`config.mk`:
```
export PLATFORM = sky130hd
export DESIGN_NAME = four_channel_counter_timer_core_flat
export DESIGN_NICKNAME = d
export VERILOG_FILES = /design/src/ctc_pkg.sv /design/src/ctc_if.sv /design/src/ctc_channel.sv /design/src/ctc_irq_chain.sv /design/src/four_channel_counter_timer_core.sv /design/src/flat_wrapper.sv
export SDC_FILE = /design/constraint.sdc
export NUM_CORES = 1
export LEC_CHECK = 0
export BUFFER_PORTS_ARGS = -buffer_cell sky130_fd_sc_hd__buf_2
export CAP_MARGIN = 20
export CELL_PAD_IN_SITES_DETAIL_PLACEMENT = 1
export CELL_PAD_IN_SITES_GLOBAL_PLACEMENT = 2
export CORE_MARGIN = 2
export CORE_UTILIZATION = 41
export DETAILED_ROUTE_END_ITERATION = 10
export MAX_ROUTING_LAYER = met4
export PLACE_DENSITY = 0.84
export SYNTH_ARGS = -nofsm -noshare
export SYNTH_HDL_FRONTEND = slang
export SYNTH_SLANG_ARGS = --single-unit
```
`constraint.sdc`:
```
create_clock -name clk -period 7.1 [get_ports clk]
set_input_delay 0.355 -clock clk [delete_from_list [all_inputs] [get_ports clk]]
set_output_delay 0.355 -clock clk [all_outputs]
set_load 0.03 [all_outputs]
```
`src/ctc_pkg.sv`:
```
// Shared types and constants for the four-channel counter/timer.
`default_nettype none

package ctc_pkg;

    localparam int CTC_NUM_CHANNELS = 4;

    localparam int FUNC_W  = 3;
    localparam int CHAN_W  = 2;
    localparam int BYTE_W  = 8;
    localparam int COUNT_W = 16;
    localparam int TC_W    = 9;
    localparam int FLAG_W  = 2;

    typedef enum logic [FUNC_W-1:0] {
        FUNC_WRITE = 3'd0,
        FUNC_READ  = 3'd1,
        FUNC_TICK  = 3'd2,
        FUNC_ACK   = 3'd3,
        FUNC_RETI  = 3'd4
    } ctc_func_t;

    // control word bits
    localparam logic [BYTE_W-1:0] MODE_INT_EN  = 8'h80;
    localparam logic [BYTE_W-1:0] MODE_PRE256  = 8'h20;
    localparam logic [BYTE_W-1:0] MODE_CONST   = 8'h04;
    localparam logic [BYTE_W-1:0] MODE_RESET   = 8'h02;
    localparam logic [BYTE_W-1:0] MODE_CONTROL = 8'h01;

    localparam logic [BYTE_W-1:0] VECTOR_MASK = 8'hf8;
    localparam logic [TC_W-1:0]   TC_MAX      = 9'h100;

    localparam logic [FLAG_W-1:0] FLAG_REQ  = 2'b01;
    localparam logic [FLAG_W-1:0] FLAG_SERV = 2'b10;

    typedef struct packed {
        logic [FUNC_W-1:0] func;
        logic [CHAN_W-1:0] channel;
        logic [BYTE_W-1:0] write_data;
        logic [BYTE_W-1:0] tick_cycles;
    } ctc_cmd_t;

    // decoded operation, already qualified by the pipeline step
    typedef struct packed {
        logic write;
        logic read;
        logic tick;
        logic ack;
        logic reti;
    } ctc_op_t;

    // per-channel events towards the interrupt chain and vector register
    typedef struct packed {
        logic req_set;
        logic flag_clr;
        logic plain_write;
    } ctc_chan_stat_t;

endpackage

`default_nettype wire

```
`src/ctc_if.sv`:
```
// Valid/ready channel interfaces for command and response words.
`default_nettype none

interface ctc_cmd_if;
    import ctc_pkg::*;

    logic              valid;
    logic              ready;
    logic [FUNC_W-1:0] func;
    logic [CHAN_W-1:0] channel;
    logic [BYTE_W-1:0] write_data;
    logic [BYTE_W-1:0] tick_cycles;

    modport source (output valid, func, channel, write_data, tick_cycles, input ready);
    modport sink   (input valid, func, channel, write_data, tick_cycles, output ready);
endinterface

interface ctc_rsp_if;
    import ctc_pkg::*;

    logic                      valid;
    logic                      ready;
    logic signed [COUNT_W-1:0] read_data;
    logic [BYTE_W-1:0]         ack_vector;
    logic                      irq_request;

    modport source (output valid, read_data, ack_vector, irq_request, input ready);
    modport sink   (input valid, read_data, ack_vector, irq_request, output ready);
endinterface

`default_nettype wire

```
`src/ctc_channel.sv`:
```
// One counter/timer channel: control word, time constant, prescaler and down counter.
`default_nettype none

module ctc_channel (
    input  logic                               clk,
    input  logic                               rst_n,
    input  ctc_pkg::ctc_op_t                   op,
    input  logic                               sel,
    input  logic [ctc_pkg::BYTE_W-1:0]         write_data,
    input  logic [ctc_pkg::BYTE_W-1:0]         tick_cycles,
    output logic signed [ctc_pkg::COUNT_W-1:0] count,
    output ctc_pkg::ctc_chan_stat_t            stat
);
    import ctc_pkg::*;

    localparam logic signed [COUNT_W:0] SAT_LO = -17'sd32768;

    logic [BYTE_W-1:0]         mode_reg, mode_next;
    logic [TC_W-1:0]           tc_reg, tc_next;
    logic signed [COUNT_W-1:0] count_reg, count_next;
    logic [BYTE_W-1:0]         residue_reg, residue_next;

    logic [BYTE_W:0]           acc;
    logic [4:0]                quot;
    logic [BYTE_W-1:0]         rem;
    logic signed [COUNT_W:0]   diff;
    logic signed [COUNT_W:0]   sat;
    logic signed [COUNT_W:0]   wrapped;
    logic                      underflow;
    logic [TC_W-1:0]           tc_load;

    // prescaler and down counter for a tick
    always_comb
    begin
        acc = {1'b0, residue_reg} + {1'b0, tick_cycles};
        if ((mode_reg & MODE_PRE256) != '0)
        begin
            quot = {4'b0, acc[8]};
            rem  = acc[7:0];
        end
        else
        begin
            quot = acc[8:4];
            rem  = {4'b0, acc[3:0]};
        end
        diff      = $signed({count_reg[COUNT_W-1], count_reg}) - $signed({12'b0, quot});
        sat       = (diff < SAT_LO) ? SAT_LO : diff;
        underflow = (sat <= 17'sd0);
        wrapped   = sat + $signed({8'b0, tc_reg});
        tc_load   = (write_data == '0) ? TC_MAX : {1'b0, write_data};
    end

    always_comb
    begin
        mode_next        = mode_reg;
        tc_next          = tc_reg;
        count_next       = count_reg;
        residue_next     = residue_reg;
        stat.req_set     = 1'b0;
        stat.flag_clr    = 1'b0;
        stat.plain_write = 1'b0;

        if (op.write && sel)
        begin
            if ((mode_reg & MODE_CONST) != '0)
            begin
                tc_next    = tc_load;
                mode_next  = mode_reg & ~(MODE_CONST | MODE_RESET);
                count_next = $signed({7'b0, tc_load});
            end
            else if ((write_data & MODE_CONTROL) != '0)
            begin
                mode_next     = write_data;
                stat.flag_clr = (write_data & MODE_RESET) != '0;
            end
            else
            begin
                stat.plain_write = 1'b1;
            end
        end

        if (op.tick)
        begin
            residue_next = rem;
            count_next   = underflow ? wrapped[COUNT_W-1:0] : sat[COUNT_W-1:0];
            stat.req_set = underflow && ((mode_reg & MODE_INT_EN) != '0);
        end
    end

    always_ff @(posedge clk or negedge rst_n)
    begin
        if (!rst_n)
        begin
            mode_reg    <= MODE_RESET;
            tc_reg      <= TC_MAX;
            count_reg   <= '0;
            residue_reg <= '0;
        end
        else
        begin
            mode_reg    <= mode_next;
            tc_reg      <= tc_next;
            count_reg   <= count_next;
            residue_reg <= residue_next;
        end
    end

    assign count = count_reg;

endmodule

`default_nettype wire

```
`src/ctc_irq_chain.sv`:
```
// Interrupt daisy chain: request and in-service flags, acknowledge and return.
`default_nettype none

module ctc_irq_chain #(
    parameter  int NUM_CHANNELS = ctc_pkg::CTC_NUM_CHANNELS,
    localparam int CH_W         = (NUM_CHANNELS > 1) ? $clog2(NUM_CHANNELS) : 1
) (
    input  logic                    clk,
    input  logic                    rst_n,
    input  ctc_pkg::ctc_op_t        op,
    input  logic [NUM_CHANNELS-1:0] req_set,
    input  logic [NUM_CHANNELS-1:0] flag_clr,
    output logic [CH_W-1:0]         ack_channel,
    output logic                    pending
);
    import ctc_pkg::*;

    logic [FLAG_W-1:0] flags_reg  [NUM_CHANNELS];
    logic [FLAG_W-1:0] flags_next [NUM_CHANNELS];

    logic active_found;
    logic serv_found;
    logic pend_found;

    // highest-priority channel with any flag set (channel 0 first)
    always_comb
    begin
        active_found = 1'b0;
        ack_channel  = '0;
        for (int c = 0; c < NUM_CHANNELS; c++)
        begin
            if (!active_found && (flags_reg[c] != '0))
            begin
                active_found = 1'b1;
                ack_channel  = CH_W'(c);
            end
        end
    end

    always_comb
    begin
        serv_found = 1'b0;
        for (int c = 0; c < NUM_CHANNELS; c++)
        begin
            flags_next[c] = flags_reg[c];
            if (op.tick && req_set[c])
            begin
                flags_next[c] = flags_reg[c] | FLAG_REQ;
            end
            if (op.write && flag_clr[c])
            begin
                flags_next[c] = '0;
            end
            if (op.reti && !serv_found && ((flags_reg[c] & FLAG_SERV) != '0))
            begin
                serv_found    = 1'b1;
                flags_next[c] = flags_reg[c] & ~FLAG_SERV;
            end
        end
        if (op.ack && active_found && ((flags_reg[ack_channel] & FLAG_REQ) != '0))
        begin
            flags_next[ack_channel] = FLAG_SERV;
        end
    end

    // request line as seen after this word
    always_comb
    begin
        pend_found = 1'b0;
        pending    = 1'b0;
        for (int c = 0; c < NUM_CHANNELS; c++)
        begin
            if (!pend_found && (flags_next[c] != '0))
            begin
                pend_found = 1'b1;
                pending    = (flags_next[c] == FLAG_REQ);
            end
        end
    end

    always_ff @(posedge clk or negedge rst_n)
    begin
        if (!rst_n)
        begin
            for (int c = 0; c < NUM_CHANNELS; c++)
            begin
                flags_reg[c] <= '0;
            end
        end
        else
        begin
            for (int c = 0; c < NUM_CHANNELS; c++)
            begin
                flags_reg[c] <= flags_next[c];
            end
        end
    end

endmodule

`default_nettype wire

```
`src/four_channel_counter_timer_core.sv`:
```
// Top level of the four-channel counter/timer with daisy-chained interrupt request.
//
// Each command word (register write, counter read, tick, interrupt acknowledge or
// return from interrupt) is captured in an input register, then applied to all
// channels and to the interrupt chain together, and its response word is held in
// an output register. Throughput is one word per clock while the response side
// is not stalled; a word's response is registered when the word leaves the input
// register, which happens once the output register is free or being taken. While a
// finished response waits, the command side takes one more word into an empty
// input register and then holds ready low until the response is taken. The
// combinational work on a word is set by the tick path of each channel (prescaler
// add, counter subtract with saturation, reload add) and by the priority walk over
// the interrupt flags that produces the request line after the word has been
// applied. Writes to a channel number at or above NUM_CHANNELS are ignored and
// reads of it return zero.
`default_nettype none

module four_channel_counter_timer_core #(
    parameter  int NUM_CHANNELS = ctc_pkg::CTC_NUM_CHANNELS,
    localparam int CH_W         = (NUM_CHANNELS > 1) ? $clog2(NUM_CHANNELS) : 1
) (
    input  logic      clk,
    input  logic      rst_n,
    ctc_cmd_if.sink   cmd,
    ctc_rsp_if.source rsp
);
    import ctc_pkg::*;

    // input register
    logic     cmd_valid_reg;
    ctc_cmd_t cmd_reg;

    // output register
    logic                      rsp_valid_reg;
    logic signed [COUNT_W-1:0] read_data_reg;
    logic [BYTE_W-1:0]         ack_vector_reg;
    logic                      irq_request_reg;

    logic [BYTE_W-1:0] vector_base_reg;

    logic    advance;
    logic    step;
    ctc_op_t op;

    logic [NUM_CHANNELS-1:0]   sel;
    logic signed [COUNT_W-1:0] counts [NUM_CHANNELS];
    ctc_chan_stat_t            stats  [NUM_CHANNELS];
    logic [NUM_CHANNELS-1:0]   req_set;
    logic [NUM_CHANNELS-1:0]   flag_clr;

    logic [CH_W-1:0]           ack_channel;
    logic                      pending;
    logic signed [COUNT_W-1:0] read_mux;
    logic [BYTE_W-1:0]         ack_vector;

    // the held word moves on whenever the response register is free or being taken
    assign advance   = !rsp_valid_reg || rsp.ready;
    assign step      = cmd_valid_reg && advance;
    assign cmd.ready = !cmd_valid_reg || advance;

    always_ff @(posedge clk or negedge rst_n)
    begin
        if (!rst_n)
        begin
            cmd_valid_reg <= 1'b0;
        end
        else if (cmd.ready)
        begin
            cmd_valid_reg <= cmd.valid;
        end
    end

    always_ff @(posedge clk)
    begin
        if (cmd.valid && cmd.ready)
        begin
            cmd_reg.func        <= cmd.func;
            cmd_reg.channel     <= cmd.channel;
            cmd_reg.write_data  <= cmd.write_data;
            cmd_reg.tick_cycles <= cmd.tick_cycles;
        end
    end

    // function decode; unused codes do nothing
    always_comb
    begin
        op = '0;
        unique case (ctc_func_t'(cmd_reg.func))
            FUNC_WRITE: op.write = step;
            FUNC_READ:  op.read  = step;
            FUNC_TICK:  op.tick  = step;
            FUNC_ACK:   op.ack   = step;
            FUNC_RETI:  op.reti  = step;
            default:    op       = '0;
        endcase
    end

    genvar gi;
    generate
        for (gi = 0; gi < NUM_CHANNELS; gi++)
        begin : g_chan
            assign sel[gi] = (int'(cmd_reg.channel) == gi);

            ctc_channel u_channel (
                .clk         (clk),
                .rst_n       (rst_n),
                .op          (op),
                .sel         (sel[gi]),
                .write_data  (cmd_reg.write_data),
                .tick_cycles (cmd_reg.tick_cycles),
                .count       (counts[gi]),
                .stat        (stats[gi])
            );

            assign req_set[gi]  = stats[gi].req_set;
            assign flag_clr[gi] = stats[gi].flag_clr;
        end
    endgenerate

    ctc_irq_chain #(
        .NUM_CHANNELS (NUM_CHANNELS)
    ) u_irq_chain (
        .clk         (clk),
        .rst_n       (rst_n),
        .op          (op),
        .req_set     (req_set),
        .flag_clr    (flag_clr),
        .ack_channel (ack_channel),
        .pending     (pending)
    );

    // vector register: a plain byte (bit 0 clear) written to channel 0
    always_ff @(posedge clk or negedge rst_n)
    begin
        if (!rst_n)
        begin
            vector_base_reg <= '0;
        end
        else if (stats[0].plain_write)
        begin
            vector_base_reg <= cmd_reg.write_data & VECTOR_MASK;
        end
    end

    // counter read of the addressed channel
    always_comb
    begin
        read_mux = '0;
        for (int c = 0; c < NUM_CHANNELS; c++)
        begin
            if (op.read && sel[c])
            begin
                read_mux = counts[c];
            end
        end
    end

    // vector plus twice the serviced channel, modulo 256
    assign ack_vector = op.ack ? (vector_base_reg + BYTE_W'({ack_channel, 1'b0})) : '0;

    always_ff @(posedge clk or negedge rst_n)
    begin
        if (!rst_n)
        begin
            rsp_valid_reg <= 1'b0;
        end
        else if (advance)
        begin
            rsp_valid_reg <= step;
        end
    end

    always_ff @(posedge clk)
    begin
        if (step)
        begin
            read_data_reg   <= read_mux;
            ack_vector_reg  <= ack_vector;
            irq_request_reg <= pending;
        end
    end

    assign rsp.valid       = rsp_valid_reg;
    assign rsp.read_data   = read_data_reg;
    assign rsp.ack_vector  = ack_vector_reg;
    assign rsp.irq_request = irq_request_reg;

endmodule

`default_nettype wire

```
`src/flat_wrapper.sv`:
```
// flat-port wrapper written by rule: the top's interface ports become plain ports
module four_channel_counter_timer_core_flat import ctc_pkg::*;
#(
    parameter  int NUM_CHANNELS = ctc_pkg::CTC_NUM_CHANNELS,
    localparam int CH_W         = (NUM_CHANNELS > 1) ? $clog2(NUM_CHANNELS) : 1
)
  (clk, rst_n, cmd_valid, cmd_func, cmd_channel, cmd_write_data, cmd_tick_cycles, cmd_ready, rsp_valid, rsp_read_data, rsp_ack_vector, rsp_irq_request, rsp_ready);
  ctc_cmd_if cmd_i ();
  ctc_rsp_if rsp_i ();
  input  logic clk;
  input  logic rst_n;
  input wire logic [$bits(cmd_i.valid)-1:0] cmd_valid;
  input wire logic [$bits(cmd_i.func)-1:0] cmd_func;
  input wire logic [$bits(cmd_i.channel)-1:0] cmd_channel;
  input wire logic [$bits(cmd_i.write_data)-1:0] cmd_write_data;
  input wire logic [$bits(cmd_i.tick_cycles)-1:0] cmd_tick_cycles;
  output wire logic [$bits(cmd_i.ready)-1:0] cmd_ready;
  output wire logic [$bits(rsp_i.valid)-1:0] rsp_valid;
  output wire logic [$bits(rsp_i.read_data)-1:0] rsp_read_data;
  output wire logic [$bits(rsp_i.ack_vector)-1:0] rsp_ack_vector;
  output wire logic [$bits(rsp_i.irq_request)-1:0] rsp_irq_request;
  input wire logic [$bits(rsp_i.ready)-1:0] rsp_ready;
  assign cmd_i.valid = cmd_valid;
  assign cmd_i.func = cmd_func;
  assign cmd_i.channel = cmd_channel;
  assign cmd_i.write_data = cmd_write_data;
  assign cmd_i.tick_cycles = cmd_tick_cycles;
  assign cmd_ready = cmd_i.ready;
  assign rsp_valid = rsp_i.valid;
  assign rsp_read_data = rsp_i.read_data;
  assign rsp_ack_vector = rsp_i.ack_vector;
  assign rsp_irq_request = rsp_i.irq_request;
  assign rsp_i.ready = rsp_ready;
  four_channel_counter_timer_core #(.NUM_CHANNELS(NUM_CHANNELS)) u_core (.clk(clk), .rst_n(rst_n), .cmd(cmd_i), .rsp(rsp_i));
endmodule
```
==> results of run 1 <==
## layout by cell type, fill, tap and decap left out, types with 19 or more instances in the layout
cell,netlist,final
nor2b_1,40,40
o21a_1,19,19
a21o_1,42,42
mux2i_1,21,21
a21oi_1,90,89
ha_1,90,90
nand2_1,149,149
buf_2,4,49
nor2_1,118,117
nor3_1,38,38
xor2_1,33,33
a211oi_1,25,25
dlygate4sd3_1,0,23
edfxtp_1,45,45
nand3_1,41,41
dfrtp_1,155,155
buf_4,1,19
mux2_2,41,41
and2_1,26,26
o21ai_0,88,88
xnor2_1,67,67
inv_1,43,43
clkbuf_16,0,27
nand2b_1,32,32
## power by group
group          total [mW]  switching, mW  leakage [nW]  internal [mW]
Sequential           2.00          0.514          2.49           1.48
Clock                1.30          0.520         0.419          0.777
Combinational        4.13           2.36          4.26           1.77
Total                7.42           3.39          7.17           4.03
## final timing paths
path	from	end	cells after the start	slack, ns
max in group asynchronous	rst_n	u_core.g_chan[0].u_channel.count[8]	3	5.17
worst max-delay path	u_core.cmd_reg[0]	u_core.g_chan[0].u_channel.count[12]	30	0.57
worst min-delay path	rsp_ready	u_core.rsp.valid	3	0.13
worst max register to register	u_core.cmd_reg[0]	u_core.g_chan[0].u_channel.count[12]	30	0.57
worst min register to register	u_core.g_chan[2].u_channel.residue_reg[0]	u_core.g_chan[2].u_channel.residue_reg[0]	2	0.49
min in group asynchronous	rst_n	u_core.g_chan[1].u_channel.count[9]	2	0.45
## cell families (layout without fill, tap and decap cells)
kind of cell / after synthesis / count (layout)
XOR/XNOR: 100 / 100
adder cells (fa/ha/maj): 102 / 102
AND/OR/NAND/NOR: 544 / 544
multiplexers: 78 / 78
other: 1 / 2
flip-flops: 204 / 204
AO/OA/AOI/OAI: 380 / 380
buffers and inverters: 104 / 184
## layer usage
metal / routed length, um / track usage (%) / vias up
li1: - / - / 5628
met1: 20700 / 34.3 / 6068
met2: 21200 / 42.7 / 235
met3: 1610 / 3.02 / 78
met4: 1300 / 7.07 / 0
met5: 0 / - / -
## worst max-delay path, delay by kind of cell, from the launching register on
family                     cells  cell delay, ns
AOI/OAI and AO/OA             15            2.90
adders and majority gates      6            1.57
buffers and inverters          2            0.25
DFF                            1            0.44
muxes                          1            0.11
and+or+nand+nor                6            1.12
## stage by stage
stage          power, mW  util, %
6_report            7.42     46.8
5_1_grt             8.04     46.8
4_1_cts             7.42     46.7
3_3_place_gp        5.90     43.6
3_5_place_dp        6.06     43.6
2_1_floorplan       4.92        -
## area by class of cell
type / count / area (um^2)
inverter: 43 / 161
sequential: 204 / 5340
clock buffer: 36 / 759
fill: 3967 / 18300
clock inverter: 12 / 82.6
tap: 455 / 569
timing repair buffer: 93 / 657
antenna: 1 / 2.50
multi-input combinational: 1205 / 8560
## repair_timing
| item | CTS | global route |
|---|---|---|
| endpoints found under the hold margin | 67 | 0 |
| buffers inserted | 0 | 0 |
| resized for setup | 0 | 1 |
| setup endpoints to repair | 0 | 3 |
| hold buffers | 23 | 0 |
==> results.yml, run 1 <==
die:
  die-area_um2: 36400
  die_h_um: 191
  core_area_um2: 34500
  pin_count: 52
  num_rows: 68
  die_x_um: 191
  start_util_pct: 41.5
logic_synthesis:
  yosys.area_share.xor_xnor_pct: 6.13
  yosys-top-cells-count: "155 x dfrtp_1, 149 x nand2_1, 118 x nor2_1"
  synth_cells: 1513
  ys_ff_latch: 204
  synth_fp_nets: 1640
  synth.most_common_cell: "dfrtp_1"
  yosysWarnings: 0
  yosys.cell_types.count: 84
  yosys-top-cells-area: "dfrtp_1 27%, edfxtp_1 9.5%, ha_1 7.9%"
  syn-cell-area_um2: 14300
  yosysSeqAreaShare_pct: 37.3
  synth_ff_type: "dfrtp_1"
  yosysTopAreaCell: "dfrtp_1"
  synth_compound_area_share_pct: 17.5
  synth_top_family_by_area: "simple AND/OR/NAND/NOR gates"
  synth.avg_cell_area_um2: 9.45
  synthSimpleGateAreaFrac_pct: 19.4
  synthMuxAreaShare_pct: 7.25
  synth_fa_ha_area_share_pct: 9.56
  synth_top_area_share_pct: 27.1
  synth-async-reset-ratio_pct: 77.9
  synth_edf_count: 45
hold_path:
  hp-class: "in -> reg"
place:
  io_buffer_count: 50
  post-place-cells: 1976
  place_hpwl_um: 32400
  gp_congestion: 0.923
  place_ws_ns: 0.594
  dpl-instance-area_um2: 15000
grt:
  grt_use_total_pct: 26.1
  grt_pass1_wl_um: 72000
  grt_max_degree: 95
  overflow: 0
  grt_pass1_vias: 12559
  antenna_found_initial: 2
finish:
  design_area_um2: 16100
  area_growth_syn_to_layout_pct: 12.8
  nNetsFinal: 1700
  largest_register_ffs: 64
  final_cells: 2049
  layout-drive-gt1-share_pct: 12.4
drt:
  drc: 0
  ant_nets: 0
  dr_total_vias: 12009
  drtIter0Drc: 793
  firstDrtPassIters: 5
  drt-total-wl_um: 44800
  wl_per_cell_um: 21.9
  viasPerCell: 5.86
timing:
  setup_slack_ns: 0.574
  fin_skew_ns: 0.0117
  rsz0062_at_grt: "false"
  setup_viol: 0
  holdWs_ns: 0.125
  min_period_ns: 6.53
  slew_viol_final: 0
  fin_setup_tns_ns: 0
  hold_viol: 0
  clock.fmax_mhz: 153
  worst_pin_slew_ns: 1.02
  min_period_over_period_pct: 91.9
  slew_headroom_pct: 31.4
clock_network:
  clockBufferDepth: 3
  clock_sinks: 204
  cts_tree: "yes"
  clock_latency_ns: 0.55
  htreeDepth: 1
  cts_buffers: 26
  clkTransAtPathRegs_ns: 0.06
  cts_root_buf: "clkbuf_16"
power_and_ir_drop:
  p_per_area_nw_per_um2: 460
  power.leakage_nw: 7.17
  peakVddDrop_mv: 0.351
critical_path:
  crit_slowest_cell: "edfxtp_1"
  cp_common_cell: "a21oi_1"
  cp.arrival_ns: 6.95
  end_kind: "flip-flop"
  path_class: "reg -> reg"
  max_stage_delay_ns: 0.44
  start_kind: "flip-flop"
  required_ns: 7.52
  path_max_fanout: 7
outcome:
  outcome: "finished, final reports clean"
run:
  maxCapViolations: 0
(Power assumes the default switching activity.)
==> inputs of run 2 (changes only) <==
--- a/config.mk
+++ b/config.mk
@@ -5,13 +5,13 @@
 export SDC_FILE = /design/constraint.sdc
 export NUM_CORES = 1
 export LEC_CHECK = 0
-export BUFFER_PORTS_ARGS = -buffer_cell sky130_fd_sc_hd__buf_2
 export CAP_MARGIN = 20
 export CELL_PAD_IN_SITES_DETAIL_PLACEMENT = 1
 export CELL_PAD_IN_SITES_GLOBAL_PLACEMENT = 2
 export CORE_MARGIN = 2
-export CORE_UTILIZATION = 41
+export CORE_UTILIZATION = 42
 export DETAILED_ROUTE_END_ITERATION = 10
+export DONT_BUFFER_PORTS = 1
 export MAX_ROUTING_LAYER = met4
 export PLACE_DENSITY = 0.84
 export SYNTH_ARGS = -nofsm -noshare
==> run 2 against run 1 <==
Compared with the run above:
- power is 0.58% higher
- sequential cell count stayed put
- register-to-register slack better by 0.02 ns
- global-route usage is 0.45 points higher
- count of clock-buffer cells in the layout is 7 higher
- first-iteration DRC count is 11% lower
- routed wire length is 0.75% higher
- cell count is 2.7% lower
- clock power is 6% higher
- highest routed layer unchanged
==> results.yml, run 2 (synthesis results as in run 1) <==
critical_path:
  crit_slowest_cell: "edfxtp_1"
  startpoint: "u_core.cmd_reg[0]"
  r2r_slack_ns: 0.59
  max_stage_delay_ns: 0.45
  crit_end: "u_core.g_chan[0].u_channel.count[12]"
  start_kind: "flip-flop"
  required_ns: 7.51
  path_class: "reg -> reg"
  r2r_start: "u_core.cmd_reg[0]"
  reg2reg_to: "u_core.g_chan[0].u_channel.count[12]"
  cp_common_cell: "a21oi_1"
  end_kind: "flip-flop"
  reg2regPathDepth: 30
  cp.arrival_ns: 6.91
  path_max_fanout: 7
drt:
  wl_per_cell_um: 22.6
  drt-total-wl_um: 45200
  ant_nets: 0
  drc: 0
  dr_total_vias: 11849
  viasPerCell: 5.94
  drtIter0Drc: 705
  firstDrtPassIters: 5
place:
  place_hpwl_um: 32100
  dpl-instance-area_um2: 14700
  io_buffer_count: 0
  gp_congestion: 0.901
  post-place-cells: 1918
timing:
  rsz0062_at_grt: "false"
  min_period_over_period_pct: 91.6
  fin_setup_tns_ns: 0
  slew_viol_final: 0
  min_period_ns: 6.51
  slew_headroom_pct: 21.7
  setup_viol: 0
  hold_viol: 0
  fin_skew_ns: 0.0135
  holdWs_ns: 0.0277
  clock.fmax_mhz: 154
  worst_pin_slew_ns: 1.18
finish:
  layout_common_cells: "155 x dfrtp_1, 149 x nand2_1, 117 x nor2_1"
  largest_register_ffs: 64
  layout-drive-gt1-share_pct: 9.46
  design_area_um2: 15900
  area_growth_syn_to_layout_pct: 11.4
  nNetsFinal: 1650
  final_cells: 1994
  final_common_cell: "dfrtp_1"
  num-fill-cells: 3778
grt:
  antenna_found_initial: 3
  grt_pass1_wl_um: 71800
  grt_pass1_vias: 12452
  grt_max_degree: 160
  grt_use_total_pct: 26.5
  overflow: 0
clock_network:
  clock_sinks: 204
  cts_tree: "yes"
  htreeDepth: 1
  clkTransAtPathRegs_ns: 0.06
  postCtsSetupBuffers: 0
  cts_buffers: 26
  cts_root_buf: "clkbuf_16"
  clockBufferDepth: 3
  clock_latency_ns: 0.54
die:
  pin_count: 52
  die_x_um: 188
  die-area_um2: 35500
  start_util_pct: 42.6
  core_area_um2: 33500
  die_h_um: 188
  num_rows: 67
run:
  maxCapViolations: 0
power_and_ir_drop:
  power_frac_seq_pct: 27.1
  power.leakage_nw: 6.98
  power.internal_mw: 4.07
  peakVddDrop_mv: 0.253
  clockPowerShare_pct: 18.5
  switching_share_pct: 45.4
  combPwrFrac_pct: 54.4
  p_per_area_nw_per_um2: 469
  switchingPower_mw: 3.39
outcome:
  outcome: "finished, final reports clean"
hold_path:
  hp-class: "in -> reg"
-- run 2: cell types whose count changed in the layout (fill, tap and decap cells not counted), moves of 2 or more --
| cell | previous run | this run |
|---|---|---|
| buf_2 | 49 | 0 |
| diode_2 | 1 | 3 |
| clkbuf_1 | 4 | 10 |
| clkinv_1 | 5 | 0 |
| clkinv_2 | 5 | 3 |
-- run 2: worst min path at each step --
stage | start | cells after the start | end | slack (ns)
finish | rsp_ready | 2 | u_core.rsp.valid | 0.03
global placement | rst_n | 0 | u_core.g_chan[1].u_channel.count[14] | 0.07
global route | rsp_ready | 2 | u_core.rsp.valid | 0.04
CTS | rsp_ready | 2 | u_core.rsp.valid | 0.005
floorplan | rst_n | 0 | u_core.cmd_valid_reg | 0.06
detailed placement | rst_n | 0 | u_core.g_chan[1].u_channel.count[14] | 0.07
-- run 2: cell type report --
type	count	area (um^2)	share of cell area (%)
Multi-Input combinational cell	1205	8560	53.7
Sequential cell	204	5340	33.5
Clock buffer	43	807	5.07
Tap cell	448	561	3.52
Timing Repair Buffer	43	420	2.64
Inverter	43	161	1.01
Clock inverter	5	75.1	0.471
Antenna cell	3	7.51	0.0471
-- run 2: worst max-delay path: cells and delay by family (launching register included) --
| family | cells | cell delay (ns) |
|---|---|---|
| flip-flops | 1 | 0.45 |
| AND/OR/NAND/NOR | 6 | 1.12 |
| multiplexers | 1 | 0.12 |
| buffers and inverters | 2 | 0.26 |
| AO/OA/AOI/OAI | 15 | 2.86 |
| adder cells (fa/ha/maj) | 6 | 1.58 |
-- run 2: metrics by stage --
stage,setup slack [ns],utilization (%),power (mW)
final,0.595,47.5,7.47
after global routing,0.0526,47.5,8.08
after detailed placement,0.636,44.0,5.99
after global placement,0.808,44.0,5.86
after floorplan,1.27,-,4.92
after CTS,0.611,47.4,7.45
-- run 2: layer usage --
layer	GRT usage [%]	part of all wire [%]	up-vias
met1	34.5	45	5994
met2	41.9	47	238
li1	-	-	5534
met5	-	0	-
met3	4.25	4.5	83
met4	9.59	3.7	0
-- run 2: power groups by stage --
| stage | clock (mW) | sequential [mW] | combinational, mW |
|---|---|---|---|
| after detailed placement | 0 | 2.02 | 3.97 |
| after global routing | 1.45 | 2.05 | 4.58 |
| after floorplan | 0 | 1.72 | 3.19 |
| final | 1.38 | 2.02 | 4.06 |
| after global placement | 0 | 2.01 | 3.85 |
| after CTS | 1.40 | 2.00 | 4.04 |
-- run 2: what timing repair did --
item | 4_1_cts | 5_1_grt
endpoints found under the hold margin | 181 | 0
gates resized for setup | 0 | 1
endpoints found under the setup margin | 0 | 4
hold buffers | 24 | 0
==> inputs of run 3 (changes only) <==
--- a/config.mk
+++ b/config.mk
@@ -6,10 +6,8 @@
 export NUM_CORES = 1
 export LEC_CHECK = 0
 export CAP_MARGIN = 20
-export CELL_PAD_IN_SITES_DETAIL_PLACEMENT = 1
-export CELL_PAD_IN_SITES_GLOBAL_PLACEMENT = 2
 export CORE_MARGIN = 2
-export CORE_UTILIZATION = 42
+export CORE_UTILIZATION = 65
 export DETAILED_ROUTE_END_ITERATION = 10
 export DONT_BUFFER_PORTS = 1
 export MAX_ROUTING_LAYER = met4
==> run 3 against run 2 <==
Compared with the run above:
- count of clock-buffer cells in the layout down 16
- worst setup slack better by 0.053 ns
- largest cell class unchanged
- register-to-register slack better by 0.05 ns
==> results.yml, run 3 (synthesis results as in run 1) <==
die:
  die-area_um2: 23200
  num_rows: 54
  pin_count: 52
  die_h_um: 152
  start_util_pct: 65.9
  die_x_um: 152
  core_area_um2: 21700
timing:
  holdWs_ns: 0.0159
  setup_viol: 0
  clock.fmax_mhz: 155
  rsz0062_at_grt: "false"
  worst_pin_slew_ns: 1.10
  hold_viol: 0
  slew_headroom_pct: 26.5
  slew_viol_final: 0
  setup_slack_ns: 0.647
  fin_skew_ns: 0.0213
  min_period_ns: 6.45
  min_period_over_period_pct: 90.9
  fin_setup_tns_ns: 0
place:
  post-place-cells: 1743
  place_hpwl_um: 26800
  dpl-instance-area_um2: 14500
  io_buffer_count: 0
  gp_congestion: 0.991
  place_ws_ns: 0.510
grt:
  grt_pass1_wl_um: 60900
  grt_max_degree: 160
  grt_use_total_pct: 33.4
  overflow: 0
  grt_pass1_vias: 11489
  antenna_found_initial: 0
drt:
  firstDrtPassIters: 7
  drtIter0Drc: 979
  wl_per_cell_um: 20.9
  drt-total-wl_um: 37900
  ant_nets: 0
  drc: 0
  viasPerCell: 6.53
  dr_total_vias: 11812
power_and_ir_drop:
  total_power_mw: 7.22
  power.leakage_nw: 6.89
  peakVddDrop_mv: 0.427
  p_per_area_nw_per_um2: 464
finish:
  nNetsFinal: 1640
  layout-drive-gt1-share_pct: 9.15
  largest_register_ffs: 64
  design_area_um2: 15500
  n_antenna_cell: 0
  final_cells: 1810
  layout_common_cells: "155 x dfrtp_1, 149 x nand2_1, 117 x nor2_1"
  area_growth_syn_to_layout_pct: 8.76
  final_common_cell: "dfrtp_1"
  post-route-util_pct: 71.7
critical_path:
  max_stage_delay_ns: 0.48
  path_max_fanout: 16
  path_class: "reg -> reg"
  crit_slowest_cell: "o21a_1"
  start_kind: "flip-flop"
  cp_common_cell: "o21ai_0"
  cp.arrival_ns: 6.89
  end_kind: "flip-flop"
  required_ns: 7.53
clock_network:
  postCtsSetupBuffers: 0
  post_cts_resized: 0
  clock_latency_ns: 0.54
  cts_tree: "yes"
  htreeDepth: 1
  cts_buffers: 23
  cts_root_buf: "clkbuf_16"
  clkTransAtPathRegs_ns: 0.06
  clock_sinks: 204
  clockBufferDepth: 3
run:
  maxCapViolations: 0
outcome:
  outcome: "finished, final reports clean"
hold_path:
  hp-class: "in -> reg"
==> run 3: cell types whose count changed in the layout (fill, tap and decap cells not counted), sizes merged <==
cell | previous run | this run
buf | 20 | 13
bufinv | 2 | 3
clkbuf | 43 | 27
clkinv | 3 | 8
clkinvlp | 0 | 3
diode | 3 | 0
inv | 43 | 44
==> run 3: critical path, delay by kind of cell, from the launching register on <==
kind,cells,cell delay [ns]
xor gates and xnor gates,2,0.34
adders and majority gates,4,1.30
and+or+nand+nor,7,0.97
DFF,1,0.39
buffers and inverters,1,0.19
AOI/OAI and AO/OA,14,3.15
==> run 3: final timing paths <==
path                       cells after the start  slack (ns)                                  from                                        end
max in group asynchronous                      2        5.83                                 rst_n  u_core.g_chan[2].u_channel.residue_reg[5]
min                                            2        0.02                             rsp_ready                           u_core.rsp.valid
min in group asynchronous                      2        0.41                                 rst_n       u_core.g_chan[1].u_channel.count[15]
max reg2reg                                   28        0.65                     u_core.cmd_reg[1]       u_core.g_chan[1].u_channel.count[14]
max                                           28        0.65                     u_core.cmd_reg[1]       u_core.g_chan[1].u_channel.count[14]
min reg2reg                                    1        0.48  u_core.g_chan[1].u_channel.tc_reg[3]       u_core.g_chan[1].u_channel.tc_reg[3]
==> run 3: area by class of cell <==
cell class	instances	area, um^2
clock buffers	27	621
flip-flops and latches	204	5340
multi-input cells	1205	8560
repair buffers	36	348
well taps	280	350
fillers	1593	6140
clock inverters	15	175
inverters	43	161
==> run 3: layer usage <==
| layer | track usage (%) | wire, um | vias to the layer above |
|---|---|---|---|
| met2 | 54.3 | 18200 | 451 |
| met5 | - | 0 | - |
| met3 | 4.52 | 2590 | 104 |
| met1 | 43.8 | 15700 | 5731 |
| li1 | - | - | 5526 |
| met4 | 11.1 | 1400 | 0 |
==> run 3: power by group <==
group	internal [mW]	switching (mW)
clock	0.741	0.520
combinational	1.74	2.23
sequential	1.48	0.499
==> run 3: repair_timing <==
item | CTS | global route
setup endpoints to repair | 0 | 0
hold buffers | 24 | 0
hold endpoints to repair | 181 | 0
